[src/sv/touch_button_event_processor_top_macros.svh]
// Assertion macros used by the top-level RTL file.
`ifndef TOUCH_BUTTON_EVENT_PROCESSOR_TOP_MACROS_SVH
`define TOUCH_BUTTON_EVENT_PROCESSOR_TOP_MACROS_SVH

`ifndef SYNTHESIS

// cons must hold in the same cycle as ante
`define TBEP_ASSERT_IMPL(label, ante, cons) \
    label: assert property (@(posedge clk) disable iff (!rst_n) (ante) |-> (cons)) \
        else $error("tbep: implication check failed");

// cons must hold in the cycle after ante
`define TBEP_ASSERT_NEXT(label, ante, cons) \
    label: assert property (@(posedge clk) disable iff (!rst_n) (ante) |=> (cons)) \
        else $error("tbep: next-cycle check failed");

`else

`define TBEP_ASSERT_IMPL(label, ante, cons)

`define TBEP_ASSERT_NEXT(label, ante, cons)

`endif

`endif

[src/sv/tbep_pkg.sv]
package tbep_pkg;

    // portrait frame defaults
    localparam int PORTRAIT_WIDTH_DEF  = 480;
    localparam int PORTRAIT_HEIGHT_DEF = 800;

    // landscape output limits (from the default 480x800 portrait frame)
    localparam int COL_MAX = 799;
    localparam int ROW_MAX = 479;

    // divisor width: 2*(max-min), max-min up to 65535
    localparam int DEN_W = 17;

    // config register indexes
    localparam logic [1:0] REG_MIN_X = 2'd0;
    localparam logic [1:0] REG_MAX_X = 2'd1;
    localparam logic [1:0] REG_MIN_Y = 2'd2;
    localparam logic [1:0] REG_MAX_Y = 2'd3;

    // source device
    localparam logic [1:0] FUNC_BUTTON = 2'd0;
    localparam logic [1:0] FUNC_ROTARY = 2'd1;
    localparam logic [1:0] FUNC_TOUCH  = 2'd2;

    // event types
    localparam logic [4:0] EV_SYN = 5'd0;
    localparam logic [4:0] EV_KEY = 5'd1;
    localparam logic [4:0] EV_REL = 5'd2;
    localparam logic [4:0] EV_ABS = 5'd3;

    // event codes
    localparam logic [9:0] CODE_SYN_REPORT = 10'd0;
    localparam logic [9:0] CODE_REL_HWHEEL = 10'd6;
    localparam logic [9:0] CODE_ABS_X      = 10'd0;
    localparam logic [9:0] CODE_ABS_Y      = 10'd1;
    localparam logic [9:0] CODE_MT_X       = 10'h035;
    localparam logic [9:0] CODE_MT_Y       = 10'h036;
    localparam logic [9:0] CODE_BTN_TOUCH  = 10'd330;
    localparam logic [9:0] CODE_BTN_TOUCH2 = 10'h145;
    localparam logic [9:0] CODE_KEY_ESC    = 10'd1;
    localparam logic [9:0] CODE_KEY_ENTER  = 10'd28;
    localparam logic [9:0] CODE_KEY_1      = 10'd2;
    localparam logic [9:0] CODE_KEY_2      = 10'd3;
    localparam logic [9:0] CODE_KEY_3      = 10'd4;
    localparam logic [9:0] CODE_KEY_4      = 10'd5;
    localparam logic [9:0] CODE_KEY_M      = 10'd50;

    typedef enum logic [2:0] {
        KIND_BTN_PRESS   = 3'd0,
        KIND_BTN_RELEASE = 3'd1,
        KIND_SCROLL      = 3'd2,
        KIND_TOUCH_PRESS = 3'd3,
        KIND_TOUCH_REL   = 3'd4,
        KIND_TOUCH_MOVE  = 3'd5
    } kind_t;

    typedef struct packed {
        logic       hit;
        logic [2:0] id;
    } button_map_t;

    function automatic button_map_t button_of(input logic [9:0] code);
        button_map_t m;
        m.hit = 1'b1;
        m.id  = 3'd0;
        case (code)
            CODE_KEY_ESC:   m.id = 3'd0;
            CODE_KEY_ENTER: m.id = 3'd1;
            CODE_KEY_1:     m.id = 3'd2;
            CODE_KEY_2:     m.id = 3'd3;
            CODE_KEY_3:     m.id = 3'd4;
            CODE_KEY_4:     m.id = 3'd5;
            CODE_KEY_M:     m.id = 3'd6;
            default:        m.hit = 1'b0;
        endcase
        return m;
    endfunction

endpackage

[src/sv/tbep_div.sv]
module tbep_div #(
    parameter int QUO_W = 10
) (
    input  logic                                clk,
    input  logic                                rst_n,
    input  logic                                start,
    input  logic [tbep_pkg::DEN_W+QUO_W-1:0]    num,
    input  logic [tbep_pkg::DEN_W-1:0]          den,
    output logic                                done,
    output logic [QUO_W-1:0]                    quo
);
    import tbep_pkg::*;

    localparam int NUM_W = DEN_W + QUO_W;
    localparam int CNT_W = $clog2(QUO_W + 1);

    logic [DEN_W-1:0] rem_reg;
    logic [DEN_W-1:0] rem_next;
    logic [QUO_W-1:0] sh_reg;
    logic [QUO_W-1:0] sh_next;
    logic [DEN_W-1:0] den_reg;
    logic [CNT_W-1:0] cnt_reg;
    logic             busy_reg;
    logic             done_reg;

    logic [DEN_W:0]   trial;
    logic [DEN_W:0]   diff;
    logic             ge;
    logic [QUO_W:0]   sh_shift;

    // restoring division, one quotient bit per cycle; numerator low bits
    // shift out as quotient bits shift in
    always_comb
    begin
        trial    = {rem_reg, sh_reg[QUO_W-1]};
        diff     = trial - {1'b0, den_reg};
        ge       = trial >= {1'b0, den_reg};
        rem_next = ge ? diff[DEN_W-1:0] : trial[DEN_W-1:0];
        sh_shift = {sh_reg, ge};
        sh_next  = sh_shift[QUO_W-1:0];
    end

    always_ff @(posedge clk or negedge rst_n)
    begin
        if (!rst_n)
        begin
            rem_reg  <= '0;
            sh_reg   <= '0;
            den_reg  <= '0;
            cnt_reg  <= '0;
            busy_reg <= 1'b0;
            done_reg <= 1'b0;
        end
        else
        begin
            done_reg <= !start && busy_reg && (cnt_reg == CNT_W'(1));
            if (start)
            begin
                // quotient fits QUO_W bits, so the upper part is below den
                rem_reg  <= num[NUM_W-1:QUO_W];
                sh_reg   <= num[QUO_W-1:0];
                den_reg  <= den;
                cnt_reg  <= CNT_W'(QUO_W);
                busy_reg <= 1'b1;
            end
            else if (busy_reg)
            begin
                rem_reg <= rem_next;
                sh_reg  <= sh_next;
                cnt_reg <= cnt_reg - 1'b1;
                if (cnt_reg == CNT_W'(1))
                    busy_reg <= 1'b0;
            end
        end
    end

    assign done = done_reg;
    assign quo  = sh_reg;

endmodule

[src/sv/touch_button_event_processor_top.sv]
// Input event processor: takes one raw event per request (source, type,
// code, value) and returns at most one user event. Button, scroll and touch
// release events pass through the pending result registers and ST_EMIT to
// the output register. Touch press and touch move events rescale both axes
// through one shared multiplier and one serial divider, which yields one
// quotient bit a cycle. s_tready is low while an event is in work or its
// result waits for the output register.
`include "touch_button_event_processor_top_macros.svh"

module touch_button_event_processor_top #(
    parameter int PORTRAIT_WIDTH  = tbep_pkg::PORTRAIT_WIDTH_DEF,
    parameter int PORTRAIT_HEIGHT = tbep_pkg::PORTRAIT_HEIGHT_DEF
) (
    input  logic        clk,
    input  logic        rst_n,
    // APB config
    input  logic        psel,
    input  logic        penable,
    input  logic        pwrite,
    input  logic [3:0]  paddr,
    input  logic [31:0] pwdata,
    output logic [31:0] prdata,
    output logic        pready,
    // input events
    input  logic        s_tvalid,
    output logic        s_tready,
    input  logic [47:0] s_tdata,   // ev_code[9:0], ev_value[41:10], zero pad
    input  logic [6:0]  s_tuser,   // func[1:0], ev_type[6:2]
    // output events
    output logic        m_tvalid,
    input  logic        m_tready,
    output logic [63:0] m_tdata,   // button_id[2:0], scroll_delta[34:3],
                                   // touch_col[44:35], touch_row[53:45],
                                   // buttons_held[60:54], touch_held[61], pad
    output logic [2:0]  m_tuser    // event_kind[2:0]
);
    import tbep_pkg::*;

    localparam int QW    = $clog2(PORTRAIT_WIDTH > PORTRAIT_HEIGHT ?
                                  PORTRAIT_WIDTH : PORTRAIT_HEIGHT);
    localparam int NUM_W = DEN_W + QW;
    localparam int PROD_W = 16 + QW;
    localparam int EW    = (QW > 10 ? QW : 10) + 1;
    localparam logic [QW-1:0] PW_M1 = QW'(PORTRAIT_WIDTH - 1);
    localparam logic [QW-1:0] PH_M1 = QW'(PORTRAIT_HEIGHT - 1);

    typedef enum logic [2:0] {
        ST_IDLE,
        ST_PREP,
        ST_MUL,
        ST_DIV,
        ST_FIN,
        ST_EMIT
    } state_t;

    // config registers
    logic signed [15:0] min_x_reg, max_x_reg, min_y_reg, max_y_reg;

    // event state
    logic signed [31:0] raw_col_reg, raw_row_reg;
    logic               pending_reg;
    logic               touch_down_reg;
    logic [9:0]         last_col_reg;
    logic [8:0]         last_row_reg;
    logic [6:0]         held_reg;

    // sequencer
    state_t             state_reg;
    logic               axis_y_reg;
    logic               op_move_reg;
    logic [15:0]        n_reg;
    logic [15:0]        d_reg;
    logic               degen_reg;
    logic [QW-1:0]      px_reg, py_reg;

    // pending result
    kind_t              res_kind_reg;
    logic [2:0]         res_bid_reg;
    logic [31:0]        res_delta_reg;
    logic [9:0]         res_col_reg;
    logic [8:0]         res_row_reg;
    logic [6:0]         res_held_reg;
    logic               res_touch_reg;

    // output register
    logic               m_tvalid_reg;
    kind_t              out_kind_reg;
    logic [2:0]         out_bid_reg;
    logic [31:0]        out_delta_reg;
    logic [9:0]         out_col_reg;
    logic [8:0]         out_row_reg;
    logic [6:0]         out_held_reg;
    logic               out_touch_reg;

    // input fields
    logic [1:0]         func;
    logic [4:0]         ev_type;
    logic [9:0]         ev_code;
    logic signed [31:0] ev_value;
    logic               s_accept;
    logic               cfg_write;

    assign func     = s_tuser[1:0];
    assign ev_type  = s_tuser[6:2];
    assign ev_code  = s_tdata[9:0];
    assign ev_value = s_tdata[41:10];
    assign s_tready = (state_reg == ST_IDLE);
    assign s_accept = s_tvalid && s_tready;
    assign pready   = 1'b1;
    assign cfg_write = psel && penable && pwrite && pready;

    // ---------------- config port ----------------
    always_ff @(posedge clk or negedge rst_n)
    begin
        if (!rst_n)
        begin
            min_x_reg <= 16'sd0;
            max_x_reg <= 16'sd480;
            min_y_reg <= 16'sd0;
            max_y_reg <= 16'sd800;
        end
        else if (cfg_write)
        begin
            unique case (paddr[3:2])
                REG_MIN_X: min_x_reg <= pwdata[15:0];
                REG_MAX_X: max_x_reg <= pwdata[15:0];
                REG_MIN_Y: min_y_reg <= pwdata[15:0];
                REG_MAX_Y: max_y_reg <= pwdata[15:0];
                default: ;
            endcase
        end
    end

    always_comb
    begin
        unique case (paddr[3:2])
            REG_MIN_X: prdata = {{16{min_x_reg[15]}}, min_x_reg};
            REG_MAX_X: prdata = {{16{max_x_reg[15]}}, max_x_reg};
            REG_MIN_Y: prdata = {{16{min_y_reg[15]}}, min_y_reg};
            REG_MAX_Y: prdata = {{16{max_y_reg[15]}}, max_y_reg};
            default:   prdata = '0;
        endcase
    end

    // ---------------- decode helpers ----------------
    button_map_t        bmap;
    logic               key_is_01;
    logic [6:0]         held_new;
    logic               is_touch_key;

    always_comb
    begin
        bmap      = button_of(ev_code);
        key_is_01 = (ev_value == 32'sd1) || (ev_value == 32'sd0);
        held_new  = held_reg;
        held_new[bmap.id] = (ev_value == 32'sd1);
        is_touch_key = (ev_code == CODE_BTN_TOUCH) || (ev_code == CODE_BTN_TOUCH2);
    end

    // ---------------- shared scaling datapath ----------------
    logic signed [31:0] sel_v;
    logic signed [15:0] sel_lo, sel_hi;
    logic signed [32:0] off;
    logic signed [16:0] span;
    logic               degen;
    logic [15:0]        n_clamp;
    logic [QW-1:0]      scale_m1;
    logic [PROD_W-1:0]  prod;
    logic [NUM_W-1:0]   div_num;
    logic [DEN_W-1:0]   div_den;
    logic               div_start;
    logic               div_done;
    logic [QW-1:0]      div_quo;
    logic [QW-1:0]      quo_sel;

    always_comb
    begin
        sel_v  = axis_y_reg ? raw_row_reg : raw_col_reg;
        sel_lo = axis_y_reg ? min_y_reg : min_x_reg;
        sel_hi = axis_y_reg ? max_y_reg : max_x_reg;
        off    = 33'(sel_v) - 33'(sel_lo);
        span   = 17'(sel_hi) - 17'(sel_lo);
        degen  = span[16] || (span == 17'sd0);
        if (off[32])
            n_clamp = '0;
        else if (off > 33'(span))
            n_clamp = span[15:0];
        else
            n_clamp = off[15:0];
    end

    // 2*n*(frame size - 1) + d over 2*d gives the half-up rounded scale
    always_comb
    begin
        scale_m1  = axis_y_reg ? PH_M1 : PW_M1;
        prod      = PROD_W'(n_reg) * PROD_W'(scale_m1);
        div_num   = NUM_W'({prod, 1'b0}) + NUM_W'(d_reg);
        div_den   = {d_reg, 1'b0};
        div_start = (state_reg == ST_MUL);
        quo_sel   = degen_reg ? '0 : div_quo;
    end

    tbep_div #(
        .QUO_W (QW)
    ) u_div (
        .clk   (clk),
        .rst_n (rst_n),
        .start (div_start),
        .num   (div_num),
        .den   (div_den),
        .done  (div_done),
        .quo   (div_quo)
    );

    // rotate to landscape and clamp
    logic [EW-1:0] col_full, row_full;
    logic [9:0]    new_col;
    logic [8:0]    new_row;

    always_comb
    begin
        col_full = EW'(py_reg);
        row_full = EW'(PW_M1) - EW'(px_reg);
        new_col  = (col_full > EW'(COL_MAX)) ? 10'(COL_MAX) : col_full[9:0];
        new_row  = (row_full > EW'(ROW_MAX)) ? 9'(ROW_MAX) : row_full[8:0];
    end

    // ---------------- sequencer ----------------
    always_ff @(posedge clk or negedge rst_n)
    begin
        if (!rst_n)
        begin
            state_reg      <= ST_IDLE;
            raw_col_reg    <= '0;
            raw_row_reg    <= '0;
            pending_reg    <= 1'b0;
            touch_down_reg <= 1'b0;
            last_col_reg   <= '0;
            last_row_reg   <= '0;
            held_reg       <= '0;
            axis_y_reg     <= 1'b0;
            op_move_reg    <= 1'b0;
            n_reg          <= '0;
            d_reg          <= '0;
            degen_reg      <= 1'b0;
            px_reg         <= '0;
            py_reg         <= '0;
            res_kind_reg   <= KIND_BTN_PRESS;
            res_bid_reg    <= '0;
            res_delta_reg  <= '0;
            res_col_reg    <= '0;
            res_row_reg    <= '0;
            res_held_reg   <= '0;
            res_touch_reg  <= 1'b0;
            m_tvalid_reg   <= 1'b0;
            out_kind_reg   <= KIND_BTN_PRESS;
            out_bid_reg    <= '0;
            out_delta_reg  <= '0;
            out_col_reg    <= '0;
            out_row_reg    <= '0;
            out_held_reg   <= '0;
            out_touch_reg  <= 1'b0;
        end
        else
        begin
            // ST_EMIT reloads the output register itself
            if (m_tvalid_reg && m_tready && state_reg != ST_EMIT)
                m_tvalid_reg <= 1'b0;

            unique case (state_reg)
                ST_IDLE:
                begin
                    if (s_accept)
                    begin
                        // result fields per source; touch press and move
                        // refill position, held and touch in ST_FIN
                        res_bid_reg   <= (func == FUNC_BUTTON) ? bmap.id : 3'd0;
                        res_delta_reg <= (func == FUNC_ROTARY) ? ev_value : 32'd0;
                        res_col_reg   <= (func == FUNC_TOUCH) ? last_col_reg : 10'd0;
                        res_row_reg   <= (func == FUNC_TOUCH) ? last_row_reg : 9'd0;
                        res_held_reg  <= (func == FUNC_BUTTON) ? held_new : held_reg;
                        res_touch_reg <= (func == FUNC_TOUCH) ? 1'b0 : touch_down_reg;
                        axis_y_reg    <= 1'b0;
                        case (func)
                            FUNC_BUTTON:
                            begin
                                if (ev_type == EV_KEY && bmap.hit && key_is_01)
                                begin
                                    held_reg     <= held_new;
                                    res_kind_reg <= (ev_value == 32'sd1) ?
                                                    KIND_BTN_PRESS : KIND_BTN_RELEASE;
                                    state_reg    <= ST_EMIT;
                                end
                            end
                            FUNC_ROTARY:
                            begin
                                if (ev_type == EV_REL && ev_code == CODE_REL_HWHEEL)
                                begin
                                    res_kind_reg  <= KIND_SCROLL;
                                    state_reg     <= ST_EMIT;
                                end
                            end
                            FUNC_TOUCH:
                            begin
                                if (ev_type == EV_ABS)
                                begin
                                    if (ev_code == CODE_ABS_X || ev_code == CODE_MT_X)
                                    begin
                                        raw_col_reg <= ev_value;
                                        pending_reg <= 1'b1;
                                    end
                                    else if (ev_code == CODE_ABS_Y || ev_code == CODE_MT_Y)
                                    begin
                                        raw_row_reg <= ev_value;
                                        pending_reg <= 1'b1;
                                    end
                                end
                                else if (ev_type == EV_KEY && is_touch_key)
                                begin
                                    if (ev_value == 32'sd1 && !touch_down_reg)
                                    begin
                                        touch_down_reg <= 1'b1;
                                        op_move_reg    <= 1'b0;
                                        state_reg      <= ST_PREP;
                                    end
                                    else if (ev_value != 32'sd1 && touch_down_reg)
                                    begin
                                        touch_down_reg <= 1'b0;
                                        res_kind_reg   <= KIND_TOUCH_REL;
                                        state_reg      <= ST_EMIT;
                                    end
                                end
                                else if (ev_type == EV_SYN && ev_code == CODE_SYN_REPORT
                                         && pending_reg)
                                begin
                                    pending_reg <= 1'b0;
                                    if (touch_down_reg)
                                    begin
                                        op_move_reg <= 1'b1;
                                        state_reg   <= ST_PREP;
                                    end
                                end
                            end
                            default: ;
                        endcase
                    end
                end

                ST_PREP:
                begin
                    n_reg     <= n_clamp;
                    d_reg     <= span[15:0];
                    degen_reg <= degen;
                    state_reg <= ST_MUL;
                end

                ST_MUL:
                begin
                    state_reg <= ST_DIV;
                end

                ST_DIV:
                begin
                    if (div_done)
                    begin
                        if (axis_y_reg)
                        begin
                            py_reg    <= quo_sel;
                            state_reg <= ST_FIN;
                        end
                        else
                        begin
                            px_reg     <= quo_sel;
                            axis_y_reg <= 1'b1;
                            state_reg  <= ST_PREP;
                        end
                    end
                end

                ST_FIN:
                begin
                    res_col_reg   <= new_col;
                    res_row_reg   <= new_row;
                    res_touch_reg <= touch_down_reg;
                    res_held_reg  <= held_reg;
                    if (!op_move_reg)
                    begin
                        last_col_reg <= new_col;
                        last_row_reg <= new_row;
                        res_kind_reg <= KIND_TOUCH_PRESS;
                        state_reg    <= ST_EMIT;
                    end
                    else if (new_col != last_col_reg || new_row != last_row_reg)
                    begin
                        last_col_reg <= new_col;
                        last_row_reg <= new_row;
                        res_kind_reg <= KIND_TOUCH_MOVE;
                        state_reg    <= ST_EMIT;
                    end
                    else
                        state_reg <= ST_IDLE;
                end

                ST_EMIT:
                begin
                    if (!m_tvalid_reg || m_tready)
                    begin
                        m_tvalid_reg  <= 1'b1;
                        out_kind_reg  <= res_kind_reg;
                        out_bid_reg   <= res_bid_reg;
                        out_delta_reg <= res_delta_reg;
                        out_col_reg   <= res_col_reg;
                        out_row_reg   <= res_row_reg;
                        out_held_reg  <= res_held_reg;
                        out_touch_reg <= res_touch_reg;
                        state_reg     <= ST_IDLE;
                    end
                end

                default: state_reg <= ST_IDLE;
            endcase
        end
    end

    assign m_tvalid = m_tvalid_reg;
    assign m_tuser  = out_kind_reg;
    assign m_tdata  = {2'b00, out_touch_reg, out_held_reg, out_row_reg, out_col_reg,
                       out_delta_reg, out_bid_reg};

    logic out_nontouch;
    logic btn_hit;

    assign out_nontouch = m_tvalid_reg && (out_kind_reg == KIND_BTN_PRESS ||
                          out_kind_reg == KIND_BTN_RELEASE || out_kind_reg == KIND_SCROLL);
    assign btn_hit      = s_accept && func == FUNC_BUTTON && ev_type == EV_KEY &&
                          bmap.hit && key_is_01;

    `TBEP_ASSERT_IMPL(a_div_done_in_div, div_done, state_reg == ST_DIV)
    `TBEP_ASSERT_IMPL(a_fin_touch_down, state_reg == ST_FIN, touch_down_reg)
    `TBEP_ASSERT_IMPL(a_nontouch_pos_zero, out_nontouch, out_col_reg == '0 && out_row_reg == '0)
    `TBEP_ASSERT_NEXT(a_accept_leaves_idle_or_stays, btn_hit, state_reg == ST_EMIT)

endmodule

[config.mk]
export PLATFORM = sky130hd
export DESIGN_NAME = touch_button_event_processor_top
export DESIGN_NICKNAME = d
export VERILOG_FILES = /design/src/sv/tbep_pkg.sv /design/src/sv/tbep_div.sv /design/src/sv/touch_button_event_processor_top.sv
export VERILOG_INCLUDE_DIRS = /design/src /design/src/sv
export SDC_FILE = /design/constraint.sdc
export NUM_CORES = 1
export LEC_CHECK = 0
export ABC_AREA = 1
export ABC_CLOCK_PERIOD_IN_PS = 8100
export BUFFER_PORTS_ARGS = -buffer_cell sky130_fd_sc_hd__buf_2
export CORE_UTILIZATION = 30
export CTS_BUF_LIST = sky130_fd_sc_hd__clkbuf_2 sky130_fd_sc_hd__clkbuf_4 sky130_fd_sc_hd__clkbuf_8
export DETAILED_ROUTE_END_ITERATION = 7
export MAX_ROUTING_LAYER = met4
export PLACE_DENSITY = 0.52
export SLEW_MARGIN = 20
export SYNTH_ARGS = -nofsm -noshare
export SYNTH_HDL_FRONTEND = slang
export SYNTH_SLANG_ARGS = --single-unit
[constraint.sdc]
create_clock -name clk -period 8.1 [get_ports clk]
set_input_delay 1.62 -clock clk [delete_from_list [all_inputs] [get_ports clk]]
set_output_delay 1.62 -clock clk [all_outputs]
set_load 0.02 [all_outputs]
==> results.py <==
metrics = {
    "synth": {
        "synth_seq_cells": 394,
        "postSynth.asyncResetShare_pct": 100,
        "synth_edf_count": 0,
        "syn-instance-count": 3637,
        "yosysWarnings": 0,
        "synth_area_per_cell_sq_um": 7.60,
        "synth_area_sq_um": 27600,
        "synth_cell_types": 55,
        "synth_seq_area_share_pct": 35.7,
        "synthFlopType": "dfrtp_1",
    },
    "setup_path": {
        "path_delay_family": "adder cells",
        "crit_path_start": "axis_y_reg$_DFFE_PN0P_",
        "worst_path_max_delay_cell": "dfrtp_4",
        "slowest_delay_ns": 0.88,
        "critical_path_class": "reg2reg",
        "arrival_ns": 7.54,
        "r2r-start": "axis_y_reg$_DFFE_PN0P_",
        "cp-start-kind": "flop",
        "crit_fanout": 56,
        "crit_top_cell": "nand2_1",
        "worst_setup_path_end_kind": "flop",
        "required_ns": 8.66,
        "cp_num_buf_inv": 4,
    },
    "detailed_routing": {
        "ant_nets": 0,
        "num_vias": 23439,
        "met1_length_um": 36500,
        "viasPerCell": 4.67,
        "drc": 0,
        "dr.pass1.iters": 5,
        "met2_length_um": 37400,
        "wl_met3_um": 2220,
        "drt_iter0_drc": 1379,
        "wl_per_cell_um": 15.5,
        "top_layer": "met4",
        "wl_um": 77600,
    },
    "global_route": {
        "grt_overflow": 0,
        "grt_pass1_wl_um": 128000,
        "grt_max_degree": 157,
        "grt_pass1_vias": 23627,
        "grtUsageTotal_pct": 17.3,
        "antenna_found_initial": 2,
    },
    "final_layout": {
        "drive_gt1_share_pct": 9.83,
        "final_nets": 4172,
        "syn_to_final_growth_pct": 13.2,
    },
    "clock_tree": {
        "root_buffer": "clkbuf_8",
        "clk_pin_slew_worst_paths_ns": 0.06,
        "cts_resized": 0,
        "cts_setup_buffers": 0,
        "clkSinkCount": 394,
        "clock_path_buffers": 3,
        "cts_hold_buf": 0,
        "cts_tree": "built",
        "numCtsBuffers": 76,
        "cts_htree_levels": 3,
        "clk_latency_ns": 0.69,
    },
    "die": {
        "rows": 110,
        "dieArea_sq_um": 93300,
        "core_area_sq_um": 90700,
        "die_y_um": 306,
        "dieWidth_um": 306,
        "io_pins": 200,
        "start_util_pct": 30.5,
    },
    "placement": {
        "hpwl_um": 58200,
        "io_buffer_count": 172,
        "gp_congestion": 0.889,
    },
    "sta": {
        "setup_tns_ns": 0,
        "slew_violations": 0,
        "period_needed_ns": 6.98,
        "grt_setup_unrepaired": "no",
        "finalSetupViolCount": 0,
        "fin_skew_ns": 0.0410,
        "worst_pin_slew_ns": 1.09,
        "max_freq_ghz": 0.143,
        "maxSlewHeadroom_pct": 26.9,
        "final.period_utilization_pct": 86.2,
        "finalHoldViolations": 0,
    },
    "run_status": {
        "status": "complete, no violations",
    },
    "min_path": {
        "hp-class": "reg2reg",
        "min_from": "last_row_reg[3]$_DFFE_PN0P_",
    },
    "run": {
        "drv_cap": 0,
    },
}
## cells in the mapped netlist, types with 26 or more instances
| cell | count | area (sq um) |
|---|---|---|
| nand3_1 | 137 | 686 |
| dfrtp_1 | 387 | 9680 |
| xnor2_1 | 26 | 228 |
| nand2_1 | 1045 | 3920 |
| a21oi_1 | 143 | 716 |
| nor3_1 | 33 | 165 |
| o21ai_0 | 359 | 1800 |
| o22ai_1 | 37 | 231 |
| fa_1 | 98 | 1960 |
| nor2_1 | 184 | 691 |
| ha_1 | 195 | 2440 |
| inv_1 | 569 | 2140 |
| xor2_1 | 56 | 490 |
| nand4_1 | 62 | 388 |
| clkbuf_1 | 88 | 330 |
## worst reg2reg max path, delay by kind of cell (launching register included)
family | cells | cell delay, ns
and+or+nand+nor | 16 | 1.98
DFF | 1 | 0.88
AOI/OAI and AO/OA | 2 | 0.40
adders and majority gates | 7 | 3.30
buffers and inverters | 4 | 0.19
xor gates and xnor gates | 1 | 0.12
## logic make-up after synthesis
family	count (synthesis)	synth area share, %
fa+ha+maj	293	15.9
xor+xnor	82	2.60
other cells	2	0.0272
buf+inv	700	9.90
mux	8	0.317
flops	394	35.7
simple gates	1500	22.2
compound gates	658	13.3
## layout by cell type, fill, tap and decap left out, drive strengths merged, types with 7 or more instances in the layout
master	synthesis	final
dfrtp	387	387
o21ai	364	364
nor4	11	11
a21oi	143	143
nor2	192	192
nand4	62	62
o211ai	16	16
ha	195	195
inv	572	577
nor3	34	34
o22ai	37	37
o2111ai	18	18
dfstp	7	7
nand3	139	139
clkinv	1	9
xor2	56	56
xnor2	26	26
buf	39	192
a21o	12	12
clkbuf	88	114
nand2	1049	1049
o221ai	25	25
fa	98	98
a31oi	11	11
## routing by layer
metal / GRT usage, % / up-vias
met1: 22.1 / 11029
met2: 28.9 / 323
met4: 4.65 / 0
met5: - / -
li1: - / 11992
met3: 2.22 / 95
## area by class of cell
type	count	area [sq um]
well taps	1176	1470
clock inverters	19	245
repair buffers	192	1030
inverters	573	2150
diodes	2	5.00
fillers	9730	59400
flip-flops and latches	394	9870
clock buffers	114	1410
multi-input cells	2544	15100
## through the flow
stage          worst slack (ns)  util (%)  instance area (sq um)  cells  hold WS, ns
2_1_floorplan              1.63         -                  27600   3638        0.438
5_1_grt                   0.584      34.5                  31300   5014        0.490
3_3_place_gp               1.08      32.6                  29600   4879        0.454
4_1_cts                    1.07      34.5                  31300   5012        0.473
6_report                   1.12      34.5                  31300   5014        0.473
3_5_place_dp               1.06      32.6                  29600   4879        0.458
## worst paths after layout
check,endpoint,slack [ns],cells past startpoint
worst max-delay path,u_div.rem_reg[16]$_DFFE_PN0P_,1.12,30
worst min-delay path,last_row_reg[3]$_DFFE_PN0P_,0.47,2
worst max register to register,u_div.rem_reg[16]$_DFFE_PN0P_,1.12,30
worst min register to register,last_row_reg[3]$_DFFE_PN0P_,0.47,2
max in group asynchronous,axis_y_reg$_DFFE_PN0P_,5.54,2
min in group asynchronous,res_delta_reg[24]$_DFFE_PN0P_,1.04,1
Power is not shown: default switching activity piles up to over one toggle a cycle in this logic, so the estimate is an artifact.
